File: src/cbmu_ram.sv
// Generic single-write, single-read RAM with registered read data.
`default_nettype none
module cbmu_ram #(
    parameter int WIDTH = 16,
    parameter int DEPTH = 256,
    localparam int AW = (DEPTH > 1) ? $clog2(DEPTH) : 1
) (
    input  wire logic             clk,
    input  wire logic             wr_en,
    input  wire logic [AW-1:0]    wr_addr,
    input  wire logic [WIDTH-1:0] wr_data,
    input  wire logic [AW-1:0]    rd_addr,
    output logic      [WIDTH-1:0] rd_data
);

    logic [WIDTH-1:0] mem_reg [DEPTH];

    always_ff @(posedge clk)
    begin
        if (wr_en)
        begin
            mem_reg[wr_addr] <= wr_data;
        end
        rd_data <= mem_reg[rd_addr];
    end

endmodule
`default_nettype wire

File: config.mk
export PLATFORM = sky130hd
export DESIGN_NAME = cbmu_ram
export DESIGN_NICKNAME = d
export VERILOG_FILES = /design/src/cbmu_ram.sv
export SDC_FILE = /design/constraint.sdc
export NUM_CORES = 2
export LEC_CHECK = 0
export BUFFER_PORTS_ARGS = -buffer_cell sky130_fd_sc_hd__buf_4
export CAP_MARGIN = 20
export CORE_ASPECT_RATIO = 2
export CORE_MARGIN = 2
export CORE_UTILIZATION = 28
export DETAILED_ROUTE_END_ITERATION = 16
export SETUP_SLACK_MARGIN = 0.5
export SYNTH_ARGS = -nofsm -noshare
export SYNTH_HDL_FRONTEND = slang
export SYNTH_SLANG_ARGS = --single-unit
File: constraint.sdc
create_clock -name clk -period 5.04 [get_ports clk]
set_clock_uncertainty 0.2 [all_clocks]
set_input_delay 0 -clock clk [delete_from_list [all_inputs] [get_ports clk]]
set_output_delay 0 -clock clk [all_outputs]
set_load 0.03 [all_outputs]
==> metrics.yaml <==
grt:
  use_met1_pct: 20.1
  antenna_found_initial: 32
  grtUsageMet2_pct: 23.4
  use_met3_pct: 2.50
  grt_pass1_vias: 77600
  grt_overflow_total: 0
  busiest_layer: "met2"
  grt_usage_pct: 14.5
  grt_max_degree: 208
  grt_pass1_wl_um: 603000
critical_path:
  arrival_ps: 4900
  worst_ep_required_time_ps: 5680
  max_stage_delay_ps: 880
  critPathKind: "input port to register"
  crit_fanout: 49
  path_cells: "dlygate4sd3_1 -> clkbuf_8 -> nand2b_4 -> buf_4 -> buf_4 -> o221ai_1 -> o22ai_1 -> a21oi_1 -> nand4_1 -> nor4_1"
  start_kind: "input port"
  crit_buf_inv: 4
  crit_path_end_kind: "register"
  crit_slowest_cell: "a21oi_1"
  path_delay_family: "compound AO/OA/AOI/OAI gates"
  worst_path_most_repeated_cell: "buf_4"
floorplanning:
  die_height_um: 1070
  start_util_pct: 28.1
  fp.dieArea_sq_um: 573000
  ios: 50
  row_count: 391
  coreArea_sq_um: 566000
  die_w_um: 536
outcome:
  violations: "negative hold slack"
  status: "finished, violations left"
layout:
  fillers: 53500
  nets: 7903
  largest_register_ffs: 4096
  design_area_sq_um: 183000
  syn2layout_area_growth_pct: 15.6
  drive_gt1_share_pct: 24.6
sta:
  tns_ps: 0
  slew_violations: 0
  slew_headroom_pct: 15.2
  grt_setup_unrepaired: "false"
  setup_viol: 0
  tightest_slew_ps: 1270
  hold_viol: 2
  fin_crit_ps: 4260
  fmax_ghz: 0.235
  fin_crit_sh_pct: 84.5
  setup_ws_ps: 779
  hold_ws_ps: -1.55
clock_tree:
  post_cts.repair.setup_buffers: 0
  clkTransAtPathRegs_ps: 60
  clock_latency_ps: 1010
  clk_path_buf_depth: 4
  cts_hold_buffers: 65
  cts_tree: "done"
  clock_sinks: 4112
  htreeDepth: 5
  cts_resized: 0
  root_buffer: "clkbuf_16"
  numCtsBuffers: 392
drt:
  drtIter0Drc: 10400
  drc: 0
  wl_per_cell_um: 27.4
  via_per_inst: 5.05
  wirelength_um: 430000
  num_vias: 79100
  ant_nets: 0
  drt_first_pass_iters: 6
synthesis:
  synthCells: 7360
  ys_seq_area_share_pct: 77.7
  ys_ff_latch: 4112
  synthFlopType: "edfxtp_1"
  yosys_warnings: 0
  synthArstFlopShare_pct: 0
  synth_edf_count: 4096
  synth.avg_cell_area_sq_um: 21.6
  synth_area_sq_um: 159000
  synthesis.nets: 7394
  synth_cell_types: 52
pwr:
  fin_total_pwr_mw: 70.1
  powerDensity_nw_per_um2: 382
  peakVddDrop_mv: 0.316
  p_leak_nw: 56.7
placement:
  port_buffers: 49
  gp_congestion: 0.843
  dp_hpwl_um: 248000
  post_dp_cell_area_sq_um: 170000
  pre_cts_ws_ps: 459
run:
  drv_cap: 0
hold_path:
  hp-class: "input port to register"
-- metrics by stage --
stage | utilization [%] | hold WS, ps | instances
floorplan | - | -101 | 7360
global placement | 30.1 | 225 | 14900
detailed placement | 30.1 | 234 | 14900
CTS | 32.4 | 12.3 | 15600
global route | 32.4 | 20.1 | 15700
finish | 32.4 | -1.55 | 15700
-- cells in the mapped netlist, types with 3 or more instances --
cell type / number / area share (%)
edfxtp_1: 4096 / 77
mux4_2: 797 / 11
mux2i_1: 565 / 3.6
nor2_1: 304 / 0.72
o221ai_1: 252 / 1.4
clkbuf_1: 230 / 0.54
a21oi_1: 175 / 0.55
o22ai_1: 148 / 0.58
nor3_1: 92 / 0.29
mux2_2: 88 / 0.62
buf_6: 77 / 0.55
buf_2: 76 / 0.24
a22oi_1: 43 / 0.20
nand2_1: 38 / 0.090
o21ai_0: 37 / 0.12
nand3_1: 35 / 0.11
a22o_1: 32 / 0.18
a221oi_1: 28 / 0.15
buf_1: 27 / 0.064
buf_4: 26 / 0.12
nand4_1: 26 / 0.10
o32ai_1: 20 / 0.11
a211oi_1: 18 / 0.085
nor4_1: 17 / 0.067
dfxtp_1: 16 / 0.20
o31ai_1: 16 / 0.076
and3_1: 11 / 0.043
buf_8: 11 / 0.10
nor2b_1: 9 / 0.035
a2111oi_0: 6 / 0.033
a31oi_1: 6 / 0.024
buf_12: 5 / 0.063
or2_2: 4 / 0.016
inv_1: 3 / 0.0071
nand2b_1: 3 / 0.012
nand4b_1: 3 / 0.017
-- worst reg2reg max path, cell delays in order (launching register included) --
cell	delay, ps
edfxtp_1	360
mux4_2	480
mux4_2	560
a22o_1	350
o32ai_1	900
buf_4	260
nor4_1	50
dlygate4sd3_1	560
-- cells by family (layout without fill, tap and decap cells) --
logic type      Yosys count  count (layout)  synth area share [%]
mux                    1450            1450                  15.5
buf+inv                 456            1285                  1.69
compound gates          786             786                  3.54
flops                  4112            4112                  77.7
other cells               0              11                     0
simple gates            556             556                  1.57
-- report_power, final --
part	switching, mW	internal [mW]
Sequential	0.0959	37.7
Combinational	2.39	1.25
Clock	12.8	15.8
-- final timing paths --
check | from | to | slack (ps) | cells past startpoint
hold / removal | wr_data[3] | mem_reg[177][3] | -2 | 2
setup / recovery | rd_addr[2] | rd_data[13] | 780 | 10
setup reg to reg | mem_reg[27][12] | rd_data[12] | 1170 | 7
hold reg to reg | mem_reg[95][9] | rd_data[9] | 940 | 5
-- layout make-up --
cell class	count	area, sq um	share of cell area, %
diodes	11	27.5	0.0150
multi-input cells	2792	33000	18.0
clock buffers	492	10300	5.61
repair buffers	567	5400	2.94
well taps	7467	9340	5.09
clock inverters	222	2010	1.09
flip-flops and latches	4112	123000	67.2
inverters	4	27.5	0.0150
-- placed cells by master, fill, tap and decap left out, types with 54 or more instances in the layout --
cell           instances
mux2_2                88
nor3_1                90
nor2_2                78
a21oi_1              175
clkbuf_16            395
buf_4                416
mux4_2               797
o22ai_1              148
clkinv_2              54
edfxtp_1            4096
o221ai_1             252
mux2i_1              565
clkinv_1             107
clkbuf_1              93
dlygate4sd3_1         57
nor2_1               225
-- per-layer routing --
| layer | vias up | part of all wire, % |
|---|---|---|
| met5 | - | 0.013 |
| met4 | 10 | 3.3 |
| met3 | 582 | 8.3 |
| met2 | 3512 | 48 |
| met1 | 42800 | 41 |
| li1 | 32300 | - |
Power figures use the tool's default switching activity.
