File: src/cbmu_sqrt.sv
// Iterative floor square root, one result bit per cycle.
`default_nettype none
module cbmu_sqrt #(
    parameter int IN_W = 39,
    localparam int OUT_W = (IN_W + 1) / 2
) (
    input  wire logic             clk,
    input  wire logic             rst_n,
    input  wire logic             start,
    input  wire logic [IN_W-1:0]  value,
    output logic                  done,
    output logic      [OUT_W-1:0] root
);

    localparam int RW  = 2 * OUT_W;
    localparam int CW  = $clog2(OUT_W + 1);

    logic          busy_reg;
    logic [CW-1:0] cnt_reg;
    logic [RW-1:0] rem_reg;
    logic [RW-1:0] root_reg;
    logic [RW-1:0] bit_reg;
    logic [RW-1:0] trial;

    assign trial = root_reg + bit_reg;
    assign done  = busy_reg && (cnt_reg == '0);
    assign root  = root_reg[OUT_W-1:0];

    always_ff @(posedge clk or negedge rst_n)
    begin
        if (!rst_n)
        begin
            busy_reg <= 1'b0;
            cnt_reg  <= '0;
        end
        else if (start)
        begin
            busy_reg <= 1'b1;
            cnt_reg  <= CW'(OUT_W);
        end
        else if (done)
        begin
            busy_reg <= 1'b0;
        end
        else if (busy_reg)
        begin
            cnt_reg <= cnt_reg - 1'b1;
        end
    end

    always_ff @(posedge clk)
    begin
        if (start)
        begin
            rem_reg  <= RW'(value);
            root_reg <= '0;
            bit_reg  <= RW'(1) << (RW - 2);
        end
        else if (busy_reg && (cnt_reg != '0))
        begin
            if (rem_reg >= trial)
            begin
                rem_reg  <= rem_reg - trial;
                root_reg <= (root_reg >> 1) + bit_reg;
            end
            else
            begin
                root_reg <= root_reg >> 1;
            end
            bit_reg <= bit_reg >> 2;
        end
    end

endmodule
`default_nettype wire

File: config.mk
export PLATFORM = sky130hd
export DESIGN_NAME = cbmu_sqrt
export DESIGN_NICKNAME = d
export VERILOG_FILES = /design/src/cbmu_sqrt.sv
export SDC_FILE = /design/constraint.sdc
export NUM_CORES = 1
export LEC_CHECK = 0
export BUFFER_PORTS_ARGS = -buffer_cell sky130_fd_sc_hd__buf_4
export CORE_MARGIN = 8
export CORE_UTILIZATION = 35
export CTS_CLUSTER_DIAMETER = 30
export DETAILED_ROUTE_END_ITERATION = 8
export PLACE_DENSITY_LB_ADDON = 0.2
export SLEW_MARGIN = 10
export SYNTH_ARGS = -nofsm -noshare
export SYNTH_HDL_FRONTEND = slang
export SYNTH_SLANG_ARGS = --single-unit
File: constraint.sdc
create_clock -name clk -period 20.5 [get_ports clk]
set_input_delay 4.1 -clock clk [delete_from_list [all_inputs] [get_ports clk]]
set_output_delay 4.1 -clock clk [all_outputs]
set_load 0.05 [all_outputs]
==> metrics <==
hold_buf cts=0; num ports=63; final setup fails=0; TritonCTS Buffers=9; Top cell by count, worst path=ha_1; setup_tns=0 ns; Mapped Cells=1226; initial antenna violation count=0; Die Span Y=around 180 microns; critical path endpoint category=register; HPWL Detailed=approximately 21 mm; clock slew at reported path FFs=around 0.08 ns; die extent in x=183 microns; CTS tree=done; Least-Margin Pin Slew=0.934 ns; number of core rows=61; area leader, netlist=dfxtp_1; peak supply drop=0.0000664 V; clk_skew=approximately 0.0066 ns; Inserted Diodes=0; Slew Limit Fails=0; Synth Register Bits=106; GPL Wtd Cong=around 0.90; Final WS setup=14.15 ns; Data required, critical path=20.50 ns; most common cell in the netlist=nand2_1; Hold Crit Class=reg -> reg; CP cell instances=ha_1, ha_1, a21oi_1, o21bai_1, o311ai_0, nand3_1, a21oi_1, o31a_1, nor4b_1, a311oi_1, ha_1, and4_1, and3_2, nand3_1, nor4_1, o21a_1, nor2_2, o21ai_4, buf_4; slew margin rel.=0.369; Port Buffers=just over 60; Routed Antenna Nets=0; initial drt markers=around 770; Post-synth ARST share=0.0566; grt ovf=0; leak pwr=4.03 nW; outcome=finished, final reports clean; largest net degree at the start of global routing=84; RSZ-0062 raised after global routing=false; synth top area cells=dfxtp_1 13%, edfxtp_1 12%, ha_1 11%; synth cell count leaders=165 x nand2_1, 111 x a21oi_1, 104 x o21ai_0; DP Area=slightly above 10000 sq um; slowest CP cell=o311ai_0; worst-skew pair later-pin latency=approximately 0.36 ns; PD cells=123 nW/um^2; f_max=approximately 0.16 GHz; Seq/Total Area, Yosys=0.261; routed wire length=28.8 mm; Cell variety after synth=a little over 80; crit-path max cell delay=0.80 ns; via count of the first global-routing pass=just under 9000; final core utilization=0.382; 1st-pass router iterations=5; final-report hold violation count=0; core area=between 20000 and 30000 sq um; Power, Total=approximately 0.0013 W; mean post-synth cell area=7.95 sq um; Synth warnings=0; post-CTS resize count=0; Yosys top cell area share=0.125; Clock Path Buffers=2; Syn Nets=1353; share of layout cells above drive strength 1=0.0925; fin area=10500 sq um; post-synthesis cell area=9740 sq um; DIE AREA=33400 sq um; P_int=0.000682 W; Routed wire per std cell=between 15 and 20 microns; H-tree depth=3; startpoint types=register; DRC viols=0; post-route minimum period=6.35 ns; post-CTS setup buffer count=0; ys flop type=dfxtp_1; Data arrival, critical path=6.35 ns; overall routing resource usage=0.171; Max FO, Critical Path=39; Post-synth EDFFs=39; clock power share=0.130; fin nets=1354; register share of total power=0.257; switch share=0.476; Clock Tree Root=clkbuf_16; net switching power=between 0.0006 and 0.0007 W; max_cap viols=0; first-pass GRT wire length=46.5 mm; drt via density=5.62; Clock Sinks=106; Tcrit/Tclk final=0.310; Placement Setup Slack=14.23 ns; starting density of the core=0.353; via total after detailed routing=9047; combinational power share=0.613; Setup CP Type=reg -> reg; area delta synth->final=8.27%
## layer usage
metal,vias up,GRT usage,part of all wire
li1,4541,-,-
met1,4277,0.237,0.50
met2,195,0.274,0.44
met3,34,0.0257,0.036
met4,0,0.0442,0.018
met5,-,0,0
## stage by stage
step / std cells / hold slack (ns)
4_1_cts: 1610 / 0.485
3_5_place_dp: 1594 / 0.473
6_report: 1610 / 0.482
3_3_place_gp: 1594 / 0.464
5_1_grt: 1610 / 0.518
2_1_floorplan: 1226 / 0.456
## placed cells by master (no fill, tap or decap), drive strengths merged, types with 6 or more instances in the layout
cell / synthesis / layout
xnor2: 46 / 46
nand3: 19 / 19
o21ai: 106 / 106
a21boi: 6 / 6
a2111oi: 7 / 7
or3: 11 / 11
nor3: 15 / 15
dfrtp: 6 / 6
buf: 41 / 71
and2: 14 / 14
ha: 84 / 84
nor2b: 10 / 10
o21bai: 16 / 16
clkbuf: 40 / 10
nor2: 75 / 75
nand4: 17 / 17
nand2: 166 / 166
xor2: 32 / 32
mux2i: 12 / 12
o211ai: 13 / 13
a221oi: 11 / 11
edfxtp: 39 / 39
a31oi: 35 / 35
and3: 16 / 16
a31o: 7 / 7
a21o: 26 / 26
inv: 42 / 43
a311oi: 11 / 11
nor4: 6 / 6
a211oi: 19 / 19
o31ai: 13 / 13
o21a: 12 / 12
dfxtp: 61 / 61
o31a: 6 / 6
nand2b: 7 / 7
a21oi: 112 / 112
## critical path: cells and delay by family, from the launching register on
kind                       cells  cell delay, ns
AOI/OAI and AO/OA              8            2.78
adders and majority gates      3            0.78
buffers and inverters          1            0.47
DFF                            1            0.33
and+or+nand+nor                7            1.56
## path summary, 6_finish.rpt
kind | start | end | slack (ns) | cells after the start
setup / recovery | root_reg[0] | rem_reg[5] | 14.15 | 19
hold / removal | bit_reg[0] | bit_reg[0] | 0.48 | 2
setup reg to reg | root_reg[0] | rem_reg[5] | 14.15 | 19
hold reg to reg | bit_reg[0] | bit_reg[0] | 0.48 | 2
max in group asynchronous | rst_n | cnt_reg[4] | 16.85 | 1
min in group asynchronous | rst_n | cnt_reg[0] | 3.53 | 1
## logic make-up after synthesis
group | count (synthesis) | share of synthesized area
AOI/OAI and AO/OA | 439 | 0.295
xor gates and xnor gates | 78 | 0.0701
adders and majority gates | 85 | 0.110
buffers and inverters | 123 | 0.0659
DFF | 106 | 0.261
muxes | 15 | 0.0158
and+or+nand+nor | 380 | 0.182
## power by group through the flow
stage               Combinational, W  Clock (W)  Sequential, W
finish                      0.000798   0.000170       0.000335
global route                0.000889   0.000181       0.000342
CTS                         0.000795   0.000175       0.000335
detailed placement          0.000789          0       0.000339
global placement            0.000786          0       0.000339
floorplan                   0.000635          0       0.000325
## layout make-up
class | instances | area [sq um]
Sequential cell | 106 | 2540
Multi-Input combinational cell | 997 | 6580
Clock buffer | 10 | 229
Inverter | 42 | 158
Fill cell | 2977 | 17100
Timing Repair Buffer | 71 | 533
Tap cell | 378 | 473
Clock inverter | 6 | 33.8
Note: power is estimated with default switching activity, not from simulation.
