**config.mk**
```make
export PLATFORM = sky130hd
export DESIGN_NAME = cbmu_div
export DESIGN_NICKNAME = d
export VERILOG_FILES = /design/src/cbmu_pkg.sv /design/src/cbmu_div.sv
export SDC_FILE = /design/constraint.sdc
export NUM_CORES = 1
export LEC_CHECK = 0
export ABC_AREA = 1
export BUFFER_PORTS_ARGS = -buffer_cell sky130_fd_sc_hd__buf_2
export CAP_MARGIN = 20
export CORE_UTILIZATION = 44
export CTS_CLUSTER_SIZE = 16
export DETAILED_ROUTE_END_ITERATION = 7
export SKIP_CTS_REPAIR_TIMING = 1
export SLEW_MARGIN = 10
export SYNTH_ARGS = -nofsm -noshare
export SYNTH_HDL_FRONTEND = slang
export SYNTH_SLANG_ARGS = --single-unit
export TNS_END_PERCENT = 50
```
**constraint.sdc**
```tcl
create_clock -name clk -period 3.1 [get_ports clk]
set_input_delay 0.155 -clock clk [delete_from_list [all_inputs] [get_ports clk]]
set_output_delay 0.155 -clock clk [all_outputs]
set_load 0.05 [all_outputs]
```
**src/cbmu_pkg.sv**
```systemverilog
// Shared types and constants for the cosine best-matching-unit search block.
`default_nettype none
package cbmu_pkg;

    localparam logic OP_LOAD  = 1'b0;
    localparam logic OP_QUERY = 1'b1;

    localparam int CFG_IDX_W  = 2;
    localparam int CFG_DATA_W = 9;

    localparam logic [CFG_IDX_W-1:0] REG_ROWS    = 2'd0;
    localparam logic [CFG_IDX_W-1:0] REG_COLUMNS = 2'd1;
    localparam logic [CFG_IDX_W-1:0] REG_DIMS    = 2'd2;

    localparam logic [3:0] ROWS_RESET    = 4'd8;
    localparam logic [3:0] COLUMNS_RESET = 4'd8;
    localparam logic [8:0] DIMS_RESET    = 9'd256;

    localparam int FRAC_BITS = 14;
    localparam int QUO_W     = 18;
    localparam logic [QUO_W-1:0] QUO_CAP = 18'd131072;
    localparam logic signed [QUO_W+1:0] ONE_Q14 = 20'sd16384;
    localparam logic signed [QUO_W+1:0] TWO_Q14 = 20'sd32768;

    typedef struct packed {
        logic               opcode;
        logic [2:0]         node_row;
        logic [2:0]         node_column;
        logic [7:0]         coord_index;
        logic signed [15:0] elem_value;
        logic               last;
    } in_item_t;

    typedef struct packed {
        logic [2:0]  winner_row;
        logic [2:0]  winner_column;
        logic [15:0] dissimilarity;
        logic        no_match;
    } out_item_t;

endpackage
`default_nettype wire

```
**src/cbmu_div.sv**
```systemverilog
// Iterative restoring divider with a saturated quotient, one bit per cycle.
`default_nettype none
module cbmu_div #(
    parameter int NUM_W = 54,
    parameter int DEN_W = 40
) (
    input  wire logic                   clk,
    input  wire logic                   rst_n,
    input  wire logic                   start,
    input  wire logic [NUM_W-1:0]       num,
    input  wire logic [DEN_W-1:0]       den,
    output logic                        done,
    output logic [cbmu_pkg::QUO_W-1:0] quo
);
    import cbmu_pkg::*;

    localparam int W  = ((NUM_W > DEN_W + QUO_W) ? NUM_W : DEN_W + QUO_W) + 1;
    localparam int CW = $clog2(QUO_W + 1);

    logic             busy_reg;
    logic [CW-1:0]    cnt_reg;
    logic [W-1:0]     rem_reg;
    logic [W-1:0]     dsh_reg;
    logic [QUO_W-1:0] q_reg;
    logic             ovf;

    // Quotient would not fit the counted bits: go straight to the cap.
    assign ovf  = W'(num) >= (W'(den) << QUO_W);
    assign done = busy_reg && (cnt_reg == '0);
    assign quo  = (q_reg > QUO_CAP) ? QUO_CAP : q_reg;

    always_ff @(posedge clk or negedge rst_n)
    begin
        if (!rst_n)
        begin
            busy_reg <= 1'b0;
            cnt_reg  <= '0;
        end
        else if (start)
        begin
            busy_reg <= 1'b1;
            cnt_reg  <= ovf ? '0 : CW'(QUO_W);
        end
        else if (done)
        begin
            busy_reg <= 1'b0;
        end
        else if (busy_reg)
        begin
            cnt_reg <= cnt_reg - 1'b1;
        end
    end

    always_ff @(posedge clk)
    begin
        if (start)
        begin
            rem_reg <= W'(num);
            dsh_reg <= W'(den) << (QUO_W - 1);
            q_reg   <= ovf ? QUO_CAP : '0;
        end
        else if (busy_reg && (cnt_reg != '0))
        begin
            if (rem_reg >= dsh_reg)
            begin
                rem_reg <= rem_reg - dsh_reg;
                q_reg   <= {q_reg[QUO_W-2:0], 1'b1};
            end
            else
            begin
                q_reg <= {q_reg[QUO_W-2:0], 1'b0};
            end
            dsh_reg <= dsh_reg >> 1;
        end
    end

endmodule
`default_nettype wire

```
==> results of run 1 <==
==> layer usage <==
layer	global-route usage [%]	share of wire, %	vias to the layer above
met5	0	0	-
met3	4.18	4.8	59
met2	41.5	43	301
li1	-	-	5860
met1	36.0	48	5072
met4	11.4	3.8	0
==> per-stage QoR <==
stage / utilization (%) / total power [W] / setup slack [ns] / instances
after global routing: 51.4 / 0.0167 / 0.0328 / 2232
final: 51.4 / 0.0153 / 0.232 / 2232
after global placement: 48.9 / 0.0130 / 0.276 / 2199
after floorplan: - / 0.0103 / 0.427 / 1767
after detailed placement: 48.9 / 0.0130 / 0.250 / 2199
after CTS: 51.3 / 0.0153 / 0.239 / 2231
==> layout make-up <==
class	count	area [um2]	area share [%]
timing repair buffer	133	728	5.43
clock buffer	17	425	3.17
inverter	338	1270	9.47
sequential	140	3950	29.5
clock inverter	15	199	1.48
tap	335	419	3.12
multi-input combinational	1254	6420	47.9
==> cell usage after synthesis, types with 3 or more instances <==
library cell,number,share of area [%]
buf_2,3,0.13
o21ai_0,101,4.3
or2_2,12,0.64
clkbuf_1,30,0.96
inv_2,6,0.19
dfrtp_1,6,1.3
inv_1,330,11
a21oi_1,100,4.2
ha_1,94,10
dfxtp_1,22,3.7
nand3_1,124,5.3
nor2_2,14,0.74
nor3_1,14,0.59
and2_1,6,0.32
o21a_1,6,0.38
o211ai_1,3,0.19
nand2_1,516,16
nor2_1,174,5.5
nand4_1,11,0.58
a31oi_1,3,0.16
nand2_2,4,0.21
nand3b_1,12,0.76
nor4_1,12,0.64
o21bai_1,15,0.96
xnor2_1,16,1.2
o21ai_1,4,0.17
edfxtp_1,112,29
==> cell families (layout without fill, tap and decap cells) <==
family,after synthesis,after routing,share of synthesized area [%]
compound gates,239,239,11.0
xor+xnor,18,18,1.34
fa+ha+maj,95,95,10.2
buf+inv,373,503,11.9
flops,140,140,33.6
simple gates,902,902,32.0
==> worst min path at each step <==
stage,start,to,slack (ns),cells past startpoint
final,num[42],rem_reg[42],0.003,3
after global placement,rst_n,busy_reg,-0.01,1
after detailed placement,rst_n,cnt_reg[3],-0.01,1
after floorplan,rst_n,busy_reg,-0.14,0
after CTS,rst_n,cnt_reg[1],-0.48,1
after global routing,num[52],rem_reg[52],0.01,3
==> worst register-to-register path: cells and delay by family (launching register included) <==
kind	cells	cell delay, ns
AND/OR/NAND/NOR	11	1.58
buffers and inverters	2	0.16
adder cells (fa/ha/maj)	2	0.54
flip-flops	1	0.36
==> report_power, final <==
group          total, W  switching [W]  internal, W
logic           0.00970        0.00654      0.00316
clock network   0.00226        0.00102      0.00124
registers       0.00339       0.000318      0.00307
==> results.ini, run 1 <==
[status]
status = complete, but fails checks
failed_checks = DRC

[worst_setup_path]
crit_fanout = 5
startpoint = rem_reg[0]
r2r-end = rem_reg[40]
cp-end-kind = register
worstPathCellList = inv_1 -> ha_1 -> inv_1 -> fa_1 -> nand2_1 -> nand3_1 -> nand3_1 -> nand2_1 -> nand2_1 -> nand3_1 -> nand3_1 -> nand3_1 -> or2_2 -> nand3_1 -> nand2_1
slowest_delay_ns = 0.40
worst-setup-path-type = reg2reg
reg2reg_depth = 15
cp_top_family = simple AND/OR/NAND/NOR gates
cpMostUsedCell = nand3_1
worst_ep_required_time_ns = 3.29
reg2reg_from = rem_reg[0]
endpoint = rem_reg[40]
cpMaxStageDelayCell = fa_1
path_buf_inv = 2
critPathArrivalTime_ns = 3.06
rrSetupSlack_ns = 0.23
start_kind = register
cp.depth = 15

[floorplanning]
rows = 59
die_area_um2 = 27400
die_h_um = 166
fp.coreArea_um2 = 26100
die_w_um = 166
num_io_pins = 116
start_util_pct = 45.1

[yosys]
avgSynthCellArea_um2 = 6.67
ys_types = 39
synth-main-ff-cell = edfxtp_1
synthCells = 1767
synth_edf_count = 112
ys_ff_latch = 140
yosysSeqAreaShare_pct = 33.6
synth_area_um2 = 11800
synthArstFlopShare_pct = 4.29
ys_warn_count = 0
syn-num-nets = 1959

[cells_and_area]
fillCellCount = 2742
stdcell_area_um2 = 13400
fin_nets = 2076
largest_reg_flops = 59
antennaDiodeCount = 0
area_growth_pct = 14.0
mostFrequentLayoutCell = nand2_1
final_layout_size_suffix_gt1_share_pct = 11.1
mostFrequentLayoutCells = 514 x nand2_1, 330 x inv_1, 174 x nor2_1, 124 x nand3_1, 114 x buf_2

[sta]
period_needed_ns = 2.87
finalMaxSlewViolations = 0
rsz0062_at_grt = no
hold_viol_final = 0
hold_slack_ns = 0.00253
finalSetupViolations = 0
fin_crit_sh_pct = 92.5
fmax_mhz = 349
worst_pin_slew_ns = 0.869
max-slew-margin-rel_pct = 42.0
tns_ns = 0
skew_ns = 0.0152

[clock_network]
clockBufferDepth = 2
cts_tree = done
clk_pin_slew_worst_paths_ns = 0.08
cts_buffers = 17
htreeDepth = 4
worstSkewPairLatency_ns = 0.44
cts_root_buf = clkbuf_16
clock-sinks = 140

[detailed_routing]
route.detailed.drc = 12
routed_via_density = 5.06
final_antenna_net_count = 0
drt_wl_total_mm = 35.8
drt_iter0_drc = 896
wl_per_cell_um = 16.0
dr.pass1.iters = 7
vias = 11300

[global_routing]
grt.overflow.total = 0
antenna_found_initial = 0
grt_max_degree = 70
grt_pass1_vias = 10700
grt_pass1_wl_mm = 56.4
grtUsageTotal_pct = 26.4

[power_and_ir_drop]
ir_drop_mv = 0.456
p_leak_nw = 6.82
cellPowerDensity_nw_per_um2 = 1140

[run]
cap_violations = 0

[placed_design]
port_buffers = 115
post_dp_cell_area_um2 = 12800
hpwl_mm = 28.9
gp_congestion = 0.962

[min_path]
min-delay-path-class = in2reg

No activity file was read; power rests on OpenSTA's default activity.
==> inputs of run 2 (changes only) <==
Settings changed: HOLD_SLACK_MARGIN set to 0.15.
Clock period 3.1 ns to 3.6 ns, I/O delays scaled along.
==> run 2 against run 1 <==
The flow still finishes with violations (DRC); combinational power fell by 14%; clock skew fell by 0.0047 ns; total power fell by 14%; utilization rose by 2.5 points; worst setup slack improved by 0.41 ns; cell count rose by 2.9%.
==> results.ini, run 2 (synthesis results as in run 1) <==
[run]
cap_violations = 0  ; unchanged

[worst_setup_path]
cpMaxStageDelayCell = buf_4  ; was fa_1
reg2reg_depth = 15  ; unchanged
slowest_delay_ns = 0.41  ; was 0.40 ns
rrSetupSlack_ns = 0.65  ; was 0.23 ns
reg2reg_from = dsh_reg[52]  ; was rem_reg[0]
cp-end-kind = register  ; unchanged
cpMostUsedCell = nand2_1  ; was nand3_1
worstPathCellList = inv_1 -> ha_1 -> nand2_1 -> nor2_1 -> inv_1 -> nor2_1 -> nand2_1 -> nor2_1 -> nand2_1 -> nand3_1 -> nor2_2 -> nand2_2 -> nand2_1 -> nand2_2 -> buf_4  ; was inv_1 -> ha_1 -> inv_1 -> fa_1 -> nand2_1 -> nand3_1 -> nand3_1 -> nand2_1 -> nand2_1 -> nand3_1 -> nand3_1 -> nand3_1 -> or2_2 -> nand3_1 -> nand2_1
worst_ep_required_time_ns = 3.68  ; was 3.29 ns
critPathArrivalTime_ns = 3.03  ; was 3.06 ns
r2r-end = rem_reg[22]  ; was rem_reg[40]
worst-setup-path-type = reg2reg  ; unchanged
crit_fanout = 34  ; was 5
start_kind = register  ; unchanged
path_buf_inv = 3  ; was 2
cp_top_family = simple AND/OR/NAND/NOR gates  ; unchanged

[detailed_routing]
drt_wl_total_mm = 36.7  ; was 35.8 mm
dr.pass1.iters = 7  ; unchanged
vias = 11500  ; was 11.3k
routed_via_density = 5.01  ; was 5.06
wl_per_cell_um = 16.0  ; about the same
final_antenna_net_count = 0  ; unchanged
drt_iter0_drc = 725  ; was 896
route.detailed.drc = 12  ; unchanged

[cells_and_area]
area_growth_pct = 19.5  ; was 14.0%
multi_input_area_um2 = 6420  ; unchanged
final_layout_size_suffix_gt1_share_pct = 10.4  ; was 11.1%
mostFrequentLayoutCell = nand2_1  ; unchanged
area.sequential_um2 = 3950  ; unchanged
largest_reg_flops = 59  ; unchanged
fin_nets = 2140  ; was 2,076
antennaDiodeCount = 0  ; unchanged
mostFrequentLayoutCells = 514 x nand2_1, 330 x inv_1, 174 x nor2_1, 124 x nand3_1, 114 x buf_2  ; unchanged
fillCellCount = 2718  ; was 2,742

[min_path]
holdPathEnd = dsh_reg[54]  ; was rem_reg[42]
holdPathStages = 3  ; unchanged
min-delay-path-class = in2reg  ; unchanged
worstHoldStart = den[37]  ; was num[42]

[placed_design]
port_buffers = 115  ; unchanged
hpwl_mm = 29.0  ; was 28.9 mm
dp_slack_ns = 0.680  ; was 0.250 ns
gp_congestion = 0.950  ; was 0.962

[floorplanning]
num_io_pins = 116  ; unchanged
die_h_um = 166  ; unchanged
start_util_pct = 45.1  ; unchanged
die_area_um2 = 27400  ; unchanged
rows = 59  ; unchanged
die_w_um = 166  ; unchanged
fp.coreArea_um2 = 26100  ; unchanged

[clock_network]
cts_root_buf = clkbuf_16  ; unchanged
clockBufferDepth = 2  ; unchanged
clk_pin_slew_worst_paths_ns = 0.07  ; was 0.08 ns
worstSkewPairLatency_ns = 0.44  ; about the same
cts_tree = done  ; unchanged
clock-sinks = 140  ; unchanged
cts_buffers = 17  ; unchanged
htreeDepth = 4  ; unchanged

[global_routing]
grt.overflow.total = 0  ; unchanged
grtUsageTotal_pct = 27.0  ; was 26.4%
grt_use_met3_pct = 2.53  ; was 4.18%
antenna_found_initial = 0  ; unchanged
met2_usage_pct = 44.4  ; was 41.5%
grt_pass1_vias = 10800  ; was 10.7k
grt_pass1_wl_mm = 57.8  ; was 56.4 mm
grtUsageMet1_pct = 37.8  ; was 36.0%
busiest_layer = met2  ; unchanged
grt_max_degree = 60  ; was 70

[sta]
tns_ns = 0  ; unchanged
finalMaxSlewViolations = 0  ; unchanged
period_needed_ns = 2.95  ; was 2.87 ns
skew_ns = 0.0105  ; was 0.0152 ns
max-slew-margin-rel_pct = 42.8  ; was 42.0%
fin_crit_sh_pct = 82.1  ; was 92.5%
worst_slack_ns = 0.646  ; was 0.232 ns
worst_pin_slew_ns = 0.855  ; was 0.869 ns
fmax_mhz = 339  ; was 349 MHz
hold_viol_final = 0  ; unchanged
finalSetupViolations = 0  ; unchanged
rsz0062_at_grt = no  ; unchanged

[power_and_ir_drop]
p_leak_nw = 7.08  ; was 6.82 nW
ir_drop_mv = 0.363  ; was 0.456 mV
cellPowerDensity_nw_per_um2 = 937  ; was 1140 nW/um2

[status]
failed_checks = DRC  ; unchanged
status = complete, but fails checks  ; unchanged

run 2: changes by cell type in the layout (fill, tap and decap cells not counted), sizes merged:
cell,before,now
dlygate4sd3,1,72
inv,345,347
buf,132,125
clkinv,4,2
run 2: area by class of cell:
cell class / instances / share of cell area [%]
timing repair buffer: 197 / 9.85
multi-input combinational: 1254 / 45.7
inverter: 338 / 9.03
clock buffer: 17 / 3.02
clock inverter: 15 / 1.36
tap: 335 / 2.98
sequential: 140 / 28.1
run 2: power by group:
group	total (W)	internal [W]	switching, W
combinational	0.00836	0.00271	0.00565
clock	0.00192	0.00106	0.000854
sequential	0.00292	0.00264	0.000274
total	0.0132	0.00641	0.00678
run 2: worst max-delay path by stage:
stage          slack, ns           to         from  cells past startpoint
2_1_floorplan       0.41   rem_reg[0]  rem_reg[26]                     13
3_3_place_gp        0.66  rem_reg[29]  dsh_reg[52]                     15
3_5_place_dp        0.68  rem_reg[32]  dsh_reg[50]                     15
4_1_cts             0.63  rem_reg[38]  dsh_reg[52]                     15
5_1_grt             0.42  rem_reg[38]  dsh_reg[24]                     15
6_report            0.65  rem_reg[22]  dsh_reg[52]                     15
run 2: layer usage:
metal,share of wire [%],up-vias
met5,0,-
met4,2.0,0
met3,3.8,35
met2,46,261
met1,48,5201
li1,-,6000
run 2: worst min-delay path, cell delays in order:
cell,delay (ns)
buf_2,0.07
inv_1,0.05
o21ai_0,0.12
run 2: per-stage QoR:
step	utilization [%]	power [W]	hold WS, ns	area (um2)	cells
finish	53.8	0.0132	0.0994	14100	2296
global placement	48.7	0.0111	0.0141	12700	2192
global route	53.8	0.0144	0.150	14100	2296
CTS	51.1	0.0131	-0.459	13400	2224
detailed placement	48.7	0.0112	0.0136	12700	2192
floorplan	-	0.00887	-0.116	11800	1767
